### config.mk
export PLATFORM = sky130hd
export DESIGN_NAME = call_syntax_delimiter_scanner_unit_flat
export DESIGN_NICKNAME = d
export VERILOG_FILES = /design/src/sv/cdsu_pkg.sv /design/src/sv/cdsu_stream_if.sv /design/src/sv/cdsu_step.sv /design/src/sv/call_syntax_delimiter_scanner_unit.sv /design/src/flat_wrapper.sv
export SDC_FILE = /design/constraint.sdc
export NUM_CORES = 1
export LEC_CHECK = 0
export ABC_AREA = 1
export BUFFER_PORTS_ARGS = -buffer_cell sky130_fd_sc_hd__buf_2
export CAP_MARGIN = 5
export CORE_MARGIN = 8
export CORE_UTILIZATION = 44
export DETAILED_ROUTE_END_ITERATION = 7
export PLACE_DENSITY = 0.59
export SYNTH_ARGS = -nofsm -noshare
export SYNTH_HDL_FRONTEND = slang
export SYNTH_SLANG_ARGS = --single-unit
### constraint.sdc
create_clock -name clk_i -period 6 [get_ports clk_i]
set_input_delay 0.3 -clock clk_i [delete_from_list [all_inputs] [get_ports clk_i]]
set_output_delay 0.3 -clock clk_i [all_outputs]
set_load 0.01 [all_outputs]
### src/sv/cdsu_pkg.sv
// Shared types and constants of the call syntax delimiter scanner.
// Used by the step logic, the top level and the testbench.
package cdsu_pkg;

  typedef enum logic [5:0] {
    PH_LEAD = 6'b000001,
    PH_NAME = 6'b000010,
    PH_GAP  = 6'b000100,
    PH_ARGS = 6'b001000,
    PH_DONE = 6'b010000,
    PH_FAIL = 6'b100000
  } phase_e;

  typedef enum logic [2:0] {
    ROLE_SPACE   = 3'd0,
    ROLE_NAME    = 3'd1,
    ROLE_OPEN    = 3'd2,
    ROLE_KEPT    = 3'd3,
    ROLE_DROPPED = 3'd4,
    ROLE_CLOSE   = 3'd5,
    ROLE_TRAIL   = 3'd6,
    ROLE_ERROR   = 3'd7
  } role_e;

  typedef enum logic [1:0] {
    STAT_SCANNING = 2'd0,
    STAT_FOUND    = 2'd1,
    STAT_FAILED   = 2'd2
  } status_e;

  localparam logic REG_NAME_CAP = 1'b0;
  localparam logic REG_ARGS_CAP = 1'b1;

  localparam logic [5:0] NAME_CAP_RESET = 6'd63;
  localparam logic [9:0] ARGS_CAP_RESET = 10'd1023;
  localparam logic [9:0] ARG_COUNT_MAX  = 10'd1023;
  localparam logic [8:0] PAREN_MAX      = 9'h0FF;
  localparam logic [8:0] PAREN_MIN      = 9'h100;
  localparam logic [7:0] DEPTH_MAX      = 8'd255;

  localparam logic [7:0] CH_LPAREN = 8'h28;
  localparam logic [7:0] CH_RPAREN = 8'h29;
  localparam logic [7:0] CH_LBRACE = 8'h7B;
  localparam logic [7:0] CH_RBRACE = 8'h7D;
  localparam logic [7:0] CH_LBRACK = 8'h5B;
  localparam logic [7:0] CH_RBRACK = 8'h5D;
  localparam logic [7:0] CH_BSLASH = 8'h5C;
  localparam logic [7:0] CH_DQUOTE = 8'h22;
  localparam logic [7:0] CH_SPACE  = 8'h20;
  localparam logic [7:0] CH_TAB    = 8'h09;
  localparam logic [7:0] CH_CR     = 8'h0D;

  typedef struct packed {
    logic [7:0] char_byte;
    logic       is_last;
  } in_payload_t;

  typedef struct packed {
    role_e      byte_role;
    logic [7:0] out_byte;
    logic [9:0] position;
    status_e    scan_status;
    logic [9:0] arg_length;
  } out_payload_t;

  typedef struct packed {
    phase_e     phase;
    logic [5:0] name_count;
    logic [9:0] arg_count;
    logic [8:0] paren_depth;
    logic [7:0] brace_depth;
    logic [7:0] bracket_depth;
    logic       in_quote;
    logic       escape_pending;
  } scan_state_t;

  localparam scan_state_t SCAN_STATE_RESET = '{
    phase:          PH_LEAD,
    name_count:     6'd0,
    arg_count:      10'd0,
    paren_depth:    9'd1,
    brace_depth:    8'd0,
    bracket_depth:  8'd0,
    in_quote:       1'b0,
    escape_pending: 1'b0
  };

endpackage

### src/sv/cdsu_stream_if.sv
// Valid/ready stream channel carrying one payload per transfer.
// Payload type is supplied by the instantiating level.
interface cdsu_stream_if #(
  parameter type payload_t = logic
) ();

  logic     valid;
  logic     ready;
  payload_t payload;

  modport source (output valid, output payload, input ready);
  modport sink (input valid, input payload, output ready);

endinterface

### src/sv/cdsu_step.sv
// Per-byte next-state and result logic of the delimiter scanner.
// Depends on cdsu_pkg for state, payload types and character codes.
module cdsu_step import cdsu_pkg::*; (
  input  scan_state_t  st_i,
  input  in_payload_t  item_i,
  input  logic [5:0]   name_cap_i,
  input  logic [9:0]   args_cap_i,
  output scan_state_t  st_o,
  output out_payload_t res_o
);

  logic       white;
  logic       closes;
  logic [7:0] c;

  assign c     = item_i.char_byte;
  assign white = (c == CH_SPACE) || ((c >= CH_TAB) && (c <= CH_CR));

  always_comb begin
    st_o   = st_i;
    closes = 1'b0;
    res_o  = '{byte_role: ROLE_ERROR, out_byte: 8'd0, position: 10'd0,
               scan_status: STAT_SCANNING, arg_length: 10'd0};
    case (st_i.phase)
      PH_LEAD, PH_NAME, PH_GAP: begin
        if (white) begin
          res_o.byte_role = ROLE_SPACE;
          if (st_i.phase == PH_NAME) begin
            st_o.phase = PH_GAP;
          end
        end else if (c == CH_LPAREN) begin
          res_o.byte_role = ROLE_OPEN;
          st_o.phase      = PH_ARGS;
        end else if ((st_i.phase != PH_GAP) && (st_i.name_count < name_cap_i)) begin
          res_o.byte_role = ROLE_NAME;
          res_o.out_byte  = c;
          res_o.position  = {4'd0, st_i.name_count};
          st_o.name_count = st_i.name_count + 6'd1;
          st_o.phase      = PH_NAME;
        end else begin
          res_o.byte_role = ROLE_ERROR;
          st_o.phase      = PH_FAIL;
        end
      end
      PH_ARGS: begin
        if (st_i.in_quote) begin
          if (st_i.escape_pending) begin
            st_o.escape_pending = 1'b0;
          end else if (c == CH_BSLASH) begin
            st_o.escape_pending = 1'b1;
          end else if (c == CH_DQUOTE) begin
            st_o.in_quote = 1'b0;
          end
        end else begin
          case (c)
            CH_DQUOTE: st_o.in_quote = 1'b1;
            CH_LBRACE: begin
              if (st_i.brace_depth != DEPTH_MAX) begin
                st_o.brace_depth = st_i.brace_depth + 8'd1;
              end
            end
            CH_RBRACE: begin
              if (st_i.brace_depth != 8'd0) begin
                st_o.brace_depth = st_i.brace_depth - 8'd1;
              end
            end
            CH_LBRACK: begin
              if (st_i.bracket_depth != DEPTH_MAX) begin
                st_o.bracket_depth = st_i.bracket_depth + 8'd1;
              end
            end
            CH_RBRACK: begin
              if (st_i.bracket_depth != 8'd0) begin
                st_o.bracket_depth = st_i.bracket_depth - 8'd1;
              end
            end
            CH_LPAREN: begin
              if (st_i.paren_depth != PAREN_MAX) begin
                st_o.paren_depth = st_i.paren_depth + 9'd1;
              end
            end
            CH_RPAREN: begin
              if (st_i.paren_depth != PAREN_MIN) begin
                st_o.paren_depth = st_i.paren_depth - 9'd1;
              end
              closes = (st_o.paren_depth == 9'd0) && (st_i.brace_depth == 8'd0) &&
                       (st_i.bracket_depth == 8'd0);
            end
            default: ;
          endcase
        end
        if (closes) begin
          res_o.byte_role = ROLE_CLOSE;
          st_o.phase      = PH_DONE;
          if (st_i.arg_count > args_cap_i) begin
            st_o.arg_count = args_cap_i;
          end
        end else begin
          res_o.position = st_i.arg_count;
          if (st_i.arg_count < args_cap_i) begin
            res_o.byte_role = ROLE_KEPT;
            res_o.out_byte  = c;
          end else begin
            res_o.byte_role = ROLE_DROPPED;
          end
          if (st_i.arg_count != ARG_COUNT_MAX) begin
            st_o.arg_count = st_i.arg_count + 10'd1;
          end
        end
      end
      PH_DONE: res_o.byte_role = ROLE_TRAIL;
      default: begin
        res_o.byte_role = ROLE_ERROR;
        st_o.phase      = PH_FAIL;
      end
    endcase

    if (st_o.phase == PH_DONE) begin
      res_o.scan_status = STAT_FOUND;
      res_o.arg_length  = st_o.arg_count;
    end else if ((st_o.phase == PH_FAIL) || item_i.is_last) begin
      res_o.scan_status = STAT_FAILED;
    end

    if (item_i.is_last) begin
      st_o = SCAN_STATE_RESET;
    end
  end

endmodule

### src/sv/call_syntax_delimiter_scanner_unit.sv
// Call syntax delimiter scanner: one result per input byte.
// Each byte is held in the input register, then its result in the result register.
// Throughput: one byte per cycle while the result output is not stalled.
// Reset: capacities return to 63 and 1023, scan state to leading whitespace, both stages empty.
// Depends on cdsu_pkg, cdsu_stream_if and cdsu_step.
module call_syntax_delimiter_scanner_unit import cdsu_pkg::*; (
  input  logic                  clk_i,
  input  logic                  rst_ni,
  input  logic                  cfg_we_i,
  input  logic                  cfg_idx_i,
  input  logic [9:0]            cfg_data_i,
  cdsu_stream_if.sink           in_i,
  cdsu_stream_if.source         out_o
);

  logic         s1_valid_q;
  in_payload_t  s1_q;
  logic         out_valid_q;
  out_payload_t out_q;
  logic [5:0]   name_cap_q;
  logic [9:0]   args_cap_q;
  scan_state_t  st_q;
  scan_state_t  st_d;
  out_payload_t res_d;
  logic         adv;
  logic         in_ready;

  assign adv      = s1_valid_q && (!out_valid_q || out_o.ready);
  assign in_ready = !s1_valid_q || adv;

  assign in_i.ready    = in_ready;
  assign out_o.valid   = out_valid_q;
  assign out_o.payload = out_q;

  cdsu_step u_step (
    .st_i       (st_q),
    .item_i     (s1_q),
    .name_cap_i (name_cap_q),
    .args_cap_i (args_cap_q),
    .st_o       (st_d),
    .res_o      (res_d)
  );

  always_ff @(posedge clk_i or negedge rst_ni) begin
    if (!rst_ni) begin
      name_cap_q <= NAME_CAP_RESET;
      args_cap_q <= ARGS_CAP_RESET;
    end else if (cfg_we_i) begin
      if (cfg_idx_i == REG_NAME_CAP) begin
        name_cap_q <= cfg_data_i[5:0];
      end else begin
        args_cap_q <= cfg_data_i;
      end
    end
  end

  always_ff @(posedge clk_i or negedge rst_ni) begin
    if (!rst_ni) begin
      s1_valid_q  <= 1'b0;
      out_valid_q <= 1'b0;
      st_q        <= SCAN_STATE_RESET;
    end else begin
      if (in_ready) begin
        s1_valid_q <= in_i.valid;
      end
      if (adv) begin
        out_valid_q <= 1'b1;
        st_q        <= st_d;
      end else if (out_o.ready) begin
        out_valid_q <= 1'b0;
      end
    end
  end

  always_ff @(posedge clk_i) begin
    if (in_ready && in_i.valid) begin
      s1_q <= in_i.payload;
    end
    if (adv) begin
      out_q <= res_d;
    end
  end

  a_last_rearms: assert property (@(posedge clk_i) disable iff (!rst_ni)
    adv && s1_q.is_last |=> (st_q.phase == PH_LEAD) && (st_q.paren_depth == 9'd1))
    else $error("scan state not rearmed after last byte");

  a_lead_counts_clear: assert property (@(posedge clk_i) disable iff (!rst_ni)
    st_q.phase == PH_LEAD |-> (st_q.name_count == 6'd0) && (st_q.arg_count == 10'd0))
    else $error("counts nonzero in leading whitespace phase");

  a_found_role: assert property (@(posedge clk_i) disable iff (!rst_ni)
    out_valid_q && (out_q.scan_status == STAT_FOUND) |->
      (out_q.byte_role == ROLE_CLOSE) || (out_q.byte_role == ROLE_TRAIL))
    else $error("found status on a byte that is neither close nor trailing");

  a_stall_cause: assert property (@(posedge clk_i) disable iff (!rst_ni)
    !in_ready |-> s1_valid_q && out_valid_q && !out_o.ready)
    else $error("input held off without a stalled result");

endmodule

### src/flat_wrapper.sv
// flat-port wrapper written by rule: the top's interface ports become plain ports
module call_syntax_delimiter_scanner_unit_flat import cdsu_pkg::*;
  (clk_i, rst_ni, cfg_we_i, cfg_idx_i, cfg_data_i, in_i_valid, in_i_payload, in_i_ready, out_o_valid, out_o_payload, out_o_ready);
  cdsu_stream_if #(.payload_t(in_payload_t)) in_i_i ();
  cdsu_stream_if #(.payload_t(out_payload_t)) out_o_i ();
  input  logic clk_i;
  input  logic rst_ni;
  input  logic cfg_we_i;
  input  logic cfg_idx_i;
  input  logic [9:0] cfg_data_i;
  input wire logic [$bits(in_i_i.valid)-1:0] in_i_valid;
  input wire logic [$bits(in_i_i.payload)-1:0] in_i_payload;
  output wire logic [$bits(in_i_i.ready)-1:0] in_i_ready;
  output wire logic [$bits(out_o_i.valid)-1:0] out_o_valid;
  output wire logic [$bits(out_o_i.payload)-1:0] out_o_payload;
  input wire logic [$bits(out_o_i.ready)-1:0] out_o_ready;
  assign in_i_i.valid = in_i_valid;
  assign in_i_i.payload = in_i_payload;
  assign in_i_ready = in_i_i.ready;
  assign out_o_valid = out_o_i.valid;
  assign out_o_payload = out_o_i.payload;
  assign out_o_i.ready = out_o_ready;
  call_syntax_delimiter_scanner_unit u_core (.clk_i(clk_i), .rst_ni(rst_ni), .cfg_we_i(cfg_we_i), .cfg_idx_i(cfg_idx_i), .cfg_data_i(cfg_data_i), .in_i(in_i_i), .out_o(out_o_i));
endmodule
==> flow_summary.yaml, run 1 <==
cells_and_area:
  fin_cells: 1082
  drive_above_1_share_pct: 16.00
  layout-area-overhead-vs-synth_pct: 11.17
  nNetsFinal: 949
  utilization_pct: 49.69
  design_area_mm2: 0.007498
  fill_cells: 1501
  insertedDiodeCount: 0
routing:
  vias: 5653
  route.detailed.drc: 0
  wl_per_cell_um: 15.02
  viasPerCell: 5.225
  wirelength_mm: 16.25
  ant_nets: 0
  drt_iter0_drc: 512
  drt-pass1-iter-count: 5
yosys:
  synth-seq-cells: 109
  synth_flop_cell: "dfrtp_1"
  syn-num-nets: 893
  syn_area_mm2: 0.006745
  yosysTopAreaCellShare_pct: 18.70
  synth_cells: 833
  yosysTopAreaCell: "edfxtp_1"
  ys_warn_count: 0
  syn_avg_cell_area_um2: 8.098
  ys_types: 45
  synth_commonest_cells: "nand2_1 (176), inv_1 (106), nor2_1 (76)"
  synth.most_common_cell: "nand2_1"
  synth-edff-count: 42
  seq_area_frac_synth_pct: 43.89
  synthArstFlopShare_pct: 61.47
  ys_top_cells_by_area: "edfxtp_1 (19%), dfrtp_1 (18%), nand2_1 (9.8%), dfstp_2 (7.0%), ha_1 (6.1%)"
setup_path:
  cp.arrival_ns: 3.11
  crit_fanout: 13
  r2r-start: "u_core.st_q[18]"
  worstSetupStartpoint: "u_core.st_q[18]"
  reg2reg_depth: 14
  ff2ff_setup_slack_ns: 3.01
  crit_required_ns: 6.12
  crit_end: "u_core.out_o.payload[26]"
  endpoint_kind: "flop"
  cp-start-kind: "flop"
  critPathKind: "flop to flop"
  reg2reg_to: "u_core.out_o.payload[26]"
sta:
  rsz0062_at_grt: "false"
  timing.hold.ws_ns: 0.1100
  setup_viol: 0
  min_period_over_period_pct: 49.91
  tns_ns: 0
  min_period_ns: 2.995
  max-slew-margin-rel_pct: 34.79
  tightest_slew_ns: 0.9745
  setup_ws_ns: 3.005
  slew_viol_final: 0
  finClkSkew_ns: 0.008728
  final_hold_viol_count: 0
  fmax_ghz: 0.3339
die:
  design.die.area_mm2: 0.01955
  die_h_um: 139.8
  io_pins: 60
  num_rows: 45
  core_mm2: 0.01509
  die_w_um: 139.8
  initial_utilization_pct: 44.70
clock_network:
  cts_resized: 0
  cts_tree: "yes"
  clkLatencyLatePin_ns: 0.36
  clk_pin_slew_worst_paths_ns: 0.08
  cts_buffers: 9
  clock-sinks: 109
  clockBufferDepth: 2
  cts_hold_buf: 0
  root_buffer: "clkbuf_16"
  htree_levels: 3
  cts_setup_buffers: 0
place:
  io_buffers: 59
  dpl.hpwl_mm: 12.30
  gp_congestion: 0.8373
  post-place-ws_ns: 3.008
  placed_cells: 1066
  dpl_cell_area_mm2: 0.007212
power_and_ir_drop:
  powerDensity_mw_per_mm2: 261.2
  ir_drop_v: 0.0001343
  p_leak_nw: 3.527
  p_total_mw: 1.959
global_route:
  grt_pass1_wl_mm: 27.54
  grt_use_met2_pct: 26.15
  grt.overflow.total: 0
  grt_max_degree: 68
  use_met1_pct: 24.49
  grt_usage_pct: 17.16
  met3_usage_pct: 2.873
  grt_pass1_vias: 5530
  grt-busiest-layer: "met2"
  antenna_found_initial: 0
run:
  drv_cap: 0
status:
  status: "finished clean"
hold_path:
  hp-class: "input pin to flop"
==> layer usage <==
layer,up-vias,share of wire [%]
li1,2876,-
met1,2655,52
met2,109,44
met3,13,3.3
met4,0,1.2
met5,-,0
==> cells by family after synthesis <==
group | synth area share [%]
AO/OA/AOI/OAI | 10.85
XOR/XNOR | 2.986
adder cells (fa/ha/maj) | 6.715
buffers and inverters | 7.680
flip-flops | 43.89
multiplexers | 0.1484
AND/OR/NAND/NOR | 27.73
==> layout by cell type (no fill, tap or decap), types with 3 or more instances in the layout <==
cell       instances
a21oi_1           32
buf_2             59
clkbuf_16          9
dfrtp_1           49
dfstp_2           18
edfxtp_1          42
ha_1              33
inv_1            105
inv_2              9
inv_6              3
nand2_1          176
nand2_2           10
nand3_1           71
nand3_2            3
nand3b_1           4
nand4_1           29
nor2_1            76
nor2_2            15
nor2_4             5
nor3_1             5
o2111ai_1          3
o211ai_1           3
o21ai_0           65
o21ai_1            5
o22ai_1           12
xnor2_1            4
xor2_1            19
==> registers in the layout, indices dropped and copies added (netlist names) <==
signal / flops
u_core.s1_valid_q: 1
u_core.out_o.payload: 33
u_core.out_o.valid: 1
u_core.name_cap_q: 6
u_core.st_q: 49
u_core.args_cap_q: 10
u_core.s1_q: 9
==> power breakdown <==
group | internal (mW) | total (mW) | switching [mW]
combinational | 0.136 | 0.447 | 0.311
sequential | 0.883 | 0.920 | 0.0374
clock | 0.291 | 0.592 | 0.300
total | 1.31 | 1.96 | 0.649
==> critical path, cell delays in order, from the launching register on <==
cell     delay [ns]
dfstp_2        0.58
inv_1          0.14
ha_1           0.29
nand2_1        0.11
inv_1          0.07
nand3_1        0.12
nand2_1        0.06
nor2_1         0.12
nand2_1        0.07
nor2_1         0.08
nand3_1        0.24
nand2_1        0.51
o21ai_1        0.14
inv_2          0.16
nor2_1         0.06
==> layout make-up <==
class,instances,area (um2),area share [%]
inverters,115,439.2,5.857
multi-input cells,593,3267,43.57
repair buffers,61,310.3,4.138
clock buffers,9,225.2,3.004
well taps,188,235.2,3.137
clock inverters,7,61.31,0.8176
flip-flops and latches,109,2960,39.48
==> worst min path at each step <==
stage / start / end / slack [ns] / cells past startpoint
after CTS: in_i_payload[8] / u_core.s1_q[8] / 0.1 / 1
after global placement: in_i_payload[7] / u_core.s1_q[7] / 0.48 / 1
after detailed placement: in_i_payload[8] / u_core.s1_q[8] / 0.48 / 1
after floorplan: rst_ni / u_core.out_o.valid / 0.004 / 0
final: in_i_payload[8] / u_core.s1_q[8] / 0.11 / 1
after global routing: in_i_payload[6] / u_core.s1_q[6] / 0.1 / 1
Note: power is estimated with default switching activity, not from simulation.
==> inputs of run 2 (changes only) <==
clock period = 3.1 ns   (was 6 ns; I/O delays follow)
==> flow_summary.yaml, run 2 (same netlist as run 1, synthesis figures left out) <==
status:
  status: "finished clean"
sta:
  max-slew-margin-rel_pct: 39.47
  setup_viol: 0
  tightest_slew_ns: 0.9079
  finClkSkew_ns: 0.006741
  tns_ns: 0
  setup_ws_ns: 0.3671
  final_hold_viol_count: 0
  min_period_over_period_pct: 88.16
  slew_viol_final: 0
  rsz0062_at_grt: "false"
  min_period_ns: 2.733
  fmax_ghz: 0.3659
place:
  dpl.hpwl_mm: 12.64
  gp_congestion: 0.8768
  placed_cells: 1076
  post-place-ws_ns: 0.4088
  io_buffers: 59
cells_and_area:
  insertedDiodeCount: 0
  fin_cells: 1101
  largest_register: "u_core.st_q"
  layout-area-overhead-vs-synth_pct: 14.43
  final_cell_mix: "nand2_1 (176), inv_1 (105), nor2_1 (76)"
  fill_cells: 1479
  drive_above_1_share_pct: 16.76
  nNetsFinal: 968
  final_common_cell: "nand2_1"
  largest_reg_flops: 49
power_and_ir_drop:
  pwr-share-comb_pct: 22.5
  powerDensity_mw_per_mm2: 515.6
  p_leak_nw: 3.637
  p_clk_share_pct: 32.7
  sw_frac_of_total_pct: 31.62
  ir_drop_v: 0.0004537
  p_sw_mw: 1.259
  p_seq_share_pct: 44.8
  intPower_mw: 2.722
routing:
  drt-pass1-iter-count: 6
  route.detailed.drc: 0
  vias: 5740
  ant_nets: 0
  viasPerCell: 5.213
  wl_per_cell_um: 15.37
  drt_iter0_drc: 440
  wirelength_mm: 16.92
setup_path:
  crit_required_ns: 3.21
  endpoint_kind: "flop"
  crit_fanout: 8
  reg2reg_depth: 14
  cp-start-kind: "flop"
  critPathKind: "flop to flop"
  cp.arrival_ns: 2.85
clock_network:
  root_buffer: "clkbuf_16"
  clkLatencyLatePin_ns: 0.36
  cts_resized: 0
  cts_setup_buffers: 0
  cts_tree: "yes"
  htree_levels: 3
  clock-sinks: 109
  clockBufferDepth: 2
  clk_pin_slew_worst_paths_ns: 0.07
  cts_buffers: 9
die:
  die_w_um: 139.8
  die_h_um: 139.8
  design.die.area_mm2: 0.01955
  io_pins: 60
  core_mm2: 0.01509
  initial_utilization_pct: 44.70
  num_rows: 45
run:
  drv_cap: 0
global_route:
  grt_pass1_vias: 5444
  grt_pass1_wl_mm: 28.16
  grt_usage_pct: 17.74
  grt.overflow.total: 0
  grt_max_degree: 68
  antenna_found_initial: 0
hold_path:
  hp-class: "input pin to asynchronous set/reset pin"
## run 2: final cells by class
class / instances / area, um2 / area share (%)
clock inverter: 5 / 66.31 / 0.8591
inverter: 115 / 439.2 / 5.690
clock buffer: 11 / 275.3 / 3.566
tap: 188 / 235.2 / 3.048
timing repair buffer: 80 / 475.5 / 6.160
multi-input combinational: 593 / 3267 / 42.32
sequential: 109 / 2960 / 38.35
## run 2: routing by layer
layer  track usage [%]  wire, um  part of all wire [%]  vias up
met4             4.800       206                   1.2        0
met2             26.87      7278                    43      135
met5                 0         0                     0        -
met3             3.249       808                   4.8       15
met1             25.36      8630                    51     2649
li1                  -         -                     -     2941
## run 2: final timing paths
path | start | endpoint | slack, ns
worst max-delay path | u_core.st_q[18] | u_core.out_o.payload[24] | 0.37
worst min-delay path | rst_ni | u_core.st_q[42] | 0.01
worst max register to register | u_core.st_q[18] | u_core.out_o.payload[24] | 0.37
worst min register to register | u_core.args_cap_q[5] | u_core.args_cap_q[5] | 0.49
max in group asynchronous | rst_ni | u_core.st_q[23] | 2.51
min in group clk_i | in_i_valid | u_core.s1_valid_q | 0.01
## run 2: metrics by stage
stage	total power [mW]	area (um2)	util, %	hold WS (ns)
floorplan	2.399	6745	-	-0.1406
CTS	4.023	7719	51.15	0.005475
finish	3.980	7719	51.15	0.01014
global route	4.190	7719	51.15	0.01347
detailed placement	2.703	7287	48.29	0.3353
global placement	2.701	7287	48.29	0.3344
## run 2: critical path: stages (launching register included)
cell,delay (ns)
dfstp_2,0.58
inv_1,0.13
ha_1,0.29
nand2_1,0.12
inv_1,0.07
nand3_1,0.10
nand2_1,0.05
nor2_1,0.12
nand2_1,0.07
nor2_1,0.08
nand3_1,0.22
nand2_1,0.31
o21ai_1,0.13
inv_2,0.17
nor2_1,0.07
## run 2: repair_timing
| action | 4_1_cts | 5_1_grt |
|---|---|---|
| hold buffers | 9 | 0 |
| setup endpoints to repair | 0 | 0 |
| hold endpoints to repair | 9 | 0 |
## run 2: power groups by stage
stage | Sequential, mW | Combinational (mW) | Clock, mW
2_1_floorplan | 1.84 | 0.561 | 0
3_3_place_gp | 1.81 | 0.891 | 0
3_5_place_dp | 1.81 | 0.890 | 0
4_1_cts | 1.79 | 0.902 | 1.34
5_1_grt | 1.80 | 1.01 | 1.38
6_report | 1.78 | 0.896 | 1.30
==> inputs of run 3 (changes only) <==
--- a/config.mk
+++ b/config.mk
@@ -7,4 +7,5 @@
 export LEC_CHECK = 0
 export ABC_AREA = 1
+export ABC_CLOCK_PERIOD_IN_PS = 3100
 export BUFFER_PORTS_ARGS = -buffer_cell sky130_fd_sc_hd__buf_2
 export CAP_MARGIN = 5
@@ -12,5 +13,5 @@
 export CORE_UTILIZATION = 44
 export DETAILED_ROUTE_END_ITERATION = 7
-export PLACE_DENSITY = 0.59
+export PLACE_DENSITY = 0.68
 export SYNTH_ARGS = -nofsm -noshare
 export SYNTH_HDL_FRONTEND = slang
==> constraint.sdc (replaced) <==
create_clock -name clk_i -period 3.1 [get_ports clk_i]
set_input_delay 0.465 -clock clk_i [delete_from_list [all_inputs] [get_ports clk_i]]
set_output_delay 0.465 -clock clk_i [all_outputs]
set_load 0.01 [all_outputs]
==> flow_summary.yaml, run 3 (same netlist as run 1, synthesis figures left out) <==
status:
  status: "finished clean"
power_and_ir_drop:
  powerDensity_mw_per_mm2: 514.2
  p_leak_nw: 3.588
  p_sw_mw: 1.240
  ir_drop_v: 0.0003872
  pwr-share-comb_pct: 22.7
  p_seq_share_pct: 45.6
  p_clk_share_pct: 31.7
  sw_frac_of_total_pct: 31.66
  intPower_mw: 2.677
cells_and_area:
  largest_register: "u_core.st_q"
  fin_cells: 1092
  utilization_pct: 50.48
  fill_cells: 1435
  drive_above_1_share_pct: 16.81
  nNetsFinal: 959
  final_common_cell: "nand2_1"
  regArea_mm2: 0.002960
  insertedDiodeCount: 0
  largest_reg_flops: 49
  layout-area-overhead-vs-synth_pct: 12.93
  final_cell_mix: "nand2_1 (176), inv_1 (105), nor2_1 (76)"
  multi_input_area_mm2: 0.003267
routing:
  route.detailed.drc: 0
  wl_per_cell_um: 14.54
  vias: 5740
  ant_nets: 0
  drt_iter0_drc: 388
  wirelength_mm: 15.87
  drt-pass1-iter-count: 5
  viasPerCell: 5.256
clock_network:
  cts_resized: 0
  clockBufferDepth: 2
  root_buffer: "clkbuf_16"
  clkLatencyLatePin_ns: 0.35
  cts_hold_buf: 0
  cts_buffers: 9
  htree_levels: 3
  clk_pin_slew_worst_paths_ns: 0.07
  cts_setup_buffers: 0
  cts_tree: "yes"
  clock-sinks: 109
setup_path:
  crit_fanout: 8
  cp.arrival_ns: 2.69
  crit_end: "u_core.out_o.payload[28]"
  reg2reg_to: "u_core.out_o.payload[28]"
  endpoint_kind: "flop"
  critPathTopFamily: "simple AND/OR/NAND/NOR gates"
  worstSetupStartpoint: "u_core.st_q[18]"
  ff2ff_setup_slack_ns: 0.51
  cp-start-kind: "flop"
  cp_slowest_stage_delay_ns: 0.58
  cp_common_cell: "nand2_1"
  critPathSlowestCell: "dfstp_2"
  cp_cell_sequence: "inv_1 > ha_1 > nand2_1 > nor2_2 > nand3_1 > nand2_1 > nor2_1 > nand2_1 > nor2_1 > nand3_1 > nand2_1 > o21ai_1 > inv_2 > nor2_1"
  crit_buf_inv: 2
  reg2reg_depth: 14
  crit_required_ns: 3.20
  r2r-start: "u_core.st_q[18]"
  path_depth: 14
  critPathKind: "flop to flop"
global_route:
  grt_max_degree: 68
  grt_pass1_vias: 5604
  grt.overflow.total: 0
  grt_usage_pct: 16.91
  antenna_found_initial: 0
  grt_pass1_wl_mm: 27.22
sta:
  min_period_ns: 2.592
  setup_viol: 0
  tns_ns: 0
  setup_ws_ns: 0.5080
  finClkSkew_ns: 0.007851
  final_hold_viol_count: 0
  rsz0062_at_grt: "false"
  slew_viol_final: 0
  timing.hold.ws_ns: 0.2871
  tightest_slew_ns: 0.9134
  min_period_over_period_pct: 83.61
  fmax_ghz: 0.3858
  max-slew-margin-rel_pct: 39.10
die:
  core_mm2: 0.01509
  initial_utilization_pct: 44.70
  design.die.area_mm2: 0.01955
  num_rows: 45
  die_w_um: 139.8
  die_h_um: 139.8
  io_pins: 60
place:
  post-place-ws_ns: 0.5079
  placed_cells: 1076
  dpl.hpwl_mm: 11.87
  gp_congestion: 0.8776
  io_buffers: 59
hold_path:
  hp-class: "input pin to flop"
run:
  drv_cap: 0
==> run 3: cell types whose count changed in the layout (fill, tap and decap cells not counted) <==
| cell | change |
|---|---|
| inv_2 | -1 |
| inv_8 | -1 |
| inv_4 | +1 |
| clkinv_1 | +1 |
| clkinvlp_4 | +1 |
| dlygate4sd3_1 | -9 |
| inv_6 | -1 |
| bufinv_16 | -1 |
| clkbuf_16 | +1 |
==> run 3: power groups by stage <==
stage | logic (mW) | registers (mW) | clock network, mW
finish | 0.889 | 1.79 | 1.24
global route | 1.01 | 1.81 | 1.32
CTS | 0.889 | 1.79 | 1.27
detailed placement | 0.885 | 1.81 | 0
global placement | 0.875 | 1.82 | 0
floorplan | 0.561 | 1.84 | 0
==> run 3: worst reg2reg max path, delay by kind of cell, from the launching register on <==
family | cells | cell delay, ns
AND/OR/NAND/NOR | 10 | 1.14
flip-flops | 1 | 0.58
buffers and inverters | 2 | 0.29
adder cells (fa/ha/maj) | 1 | 0.25
AO/OA/AOI/OAI | 1 | 0.09
==> run 3: metal layers <==
metal / vias to the layer above / global-route usage (%) / share of wire, %
li1: 2909 / - / -
met1: 2661 / 22.49 / 48
met2: 147 / 26.51 / 45
met3: 23 / 4.070 / 5.7
met4: 0 / 5.543 / 1.7
met5: - / 0 / 0
==> run 3: cell type report <==
cell class | instances | area share, %
tap | 188 | 3.088
timing repair buffer | 71 | 5.059
clock buffer | 12 | 3.942
multi-input combinational | 593 | 42.89
clock inverter | 4 | 0.3942
inverter | 115 | 5.765
sequential | 109 | 38.86
==> run 3: per-stage QoR <==
stage               instance area [um2]  power, mW
floorplan                          6745      2.399
CTS                                7617      3.944
global route                       7617      4.133
detailed placement                 7287      2.699
global placement                   7287      2.692
finish                             7617      3.917
==> run 3: how the worst min path moves through the flow <==
stage | startpoint | endpoint | slack, ns | cells after the start
6_report | in_i_payload[7] | u_core.s1_q[7] | 0.29 | 1
5_1_grt | in_i_payload[7] | u_core.s1_q[7] | 0.27 | 1
4_1_cts | in_i_payload[3] | u_core.s1_q[3] | 0.28 | 1
3_5_place_dp | u_core.name_cap_q[2] | u_core.name_cap_q[2] | 0.48 | 2
3_3_place_gp | u_core.args_cap_q[2] | u_core.args_cap_q[2] | 0.48 | 2
2_1_floorplan | rst_ni | u_core.out_o.valid | 0.17 | 0
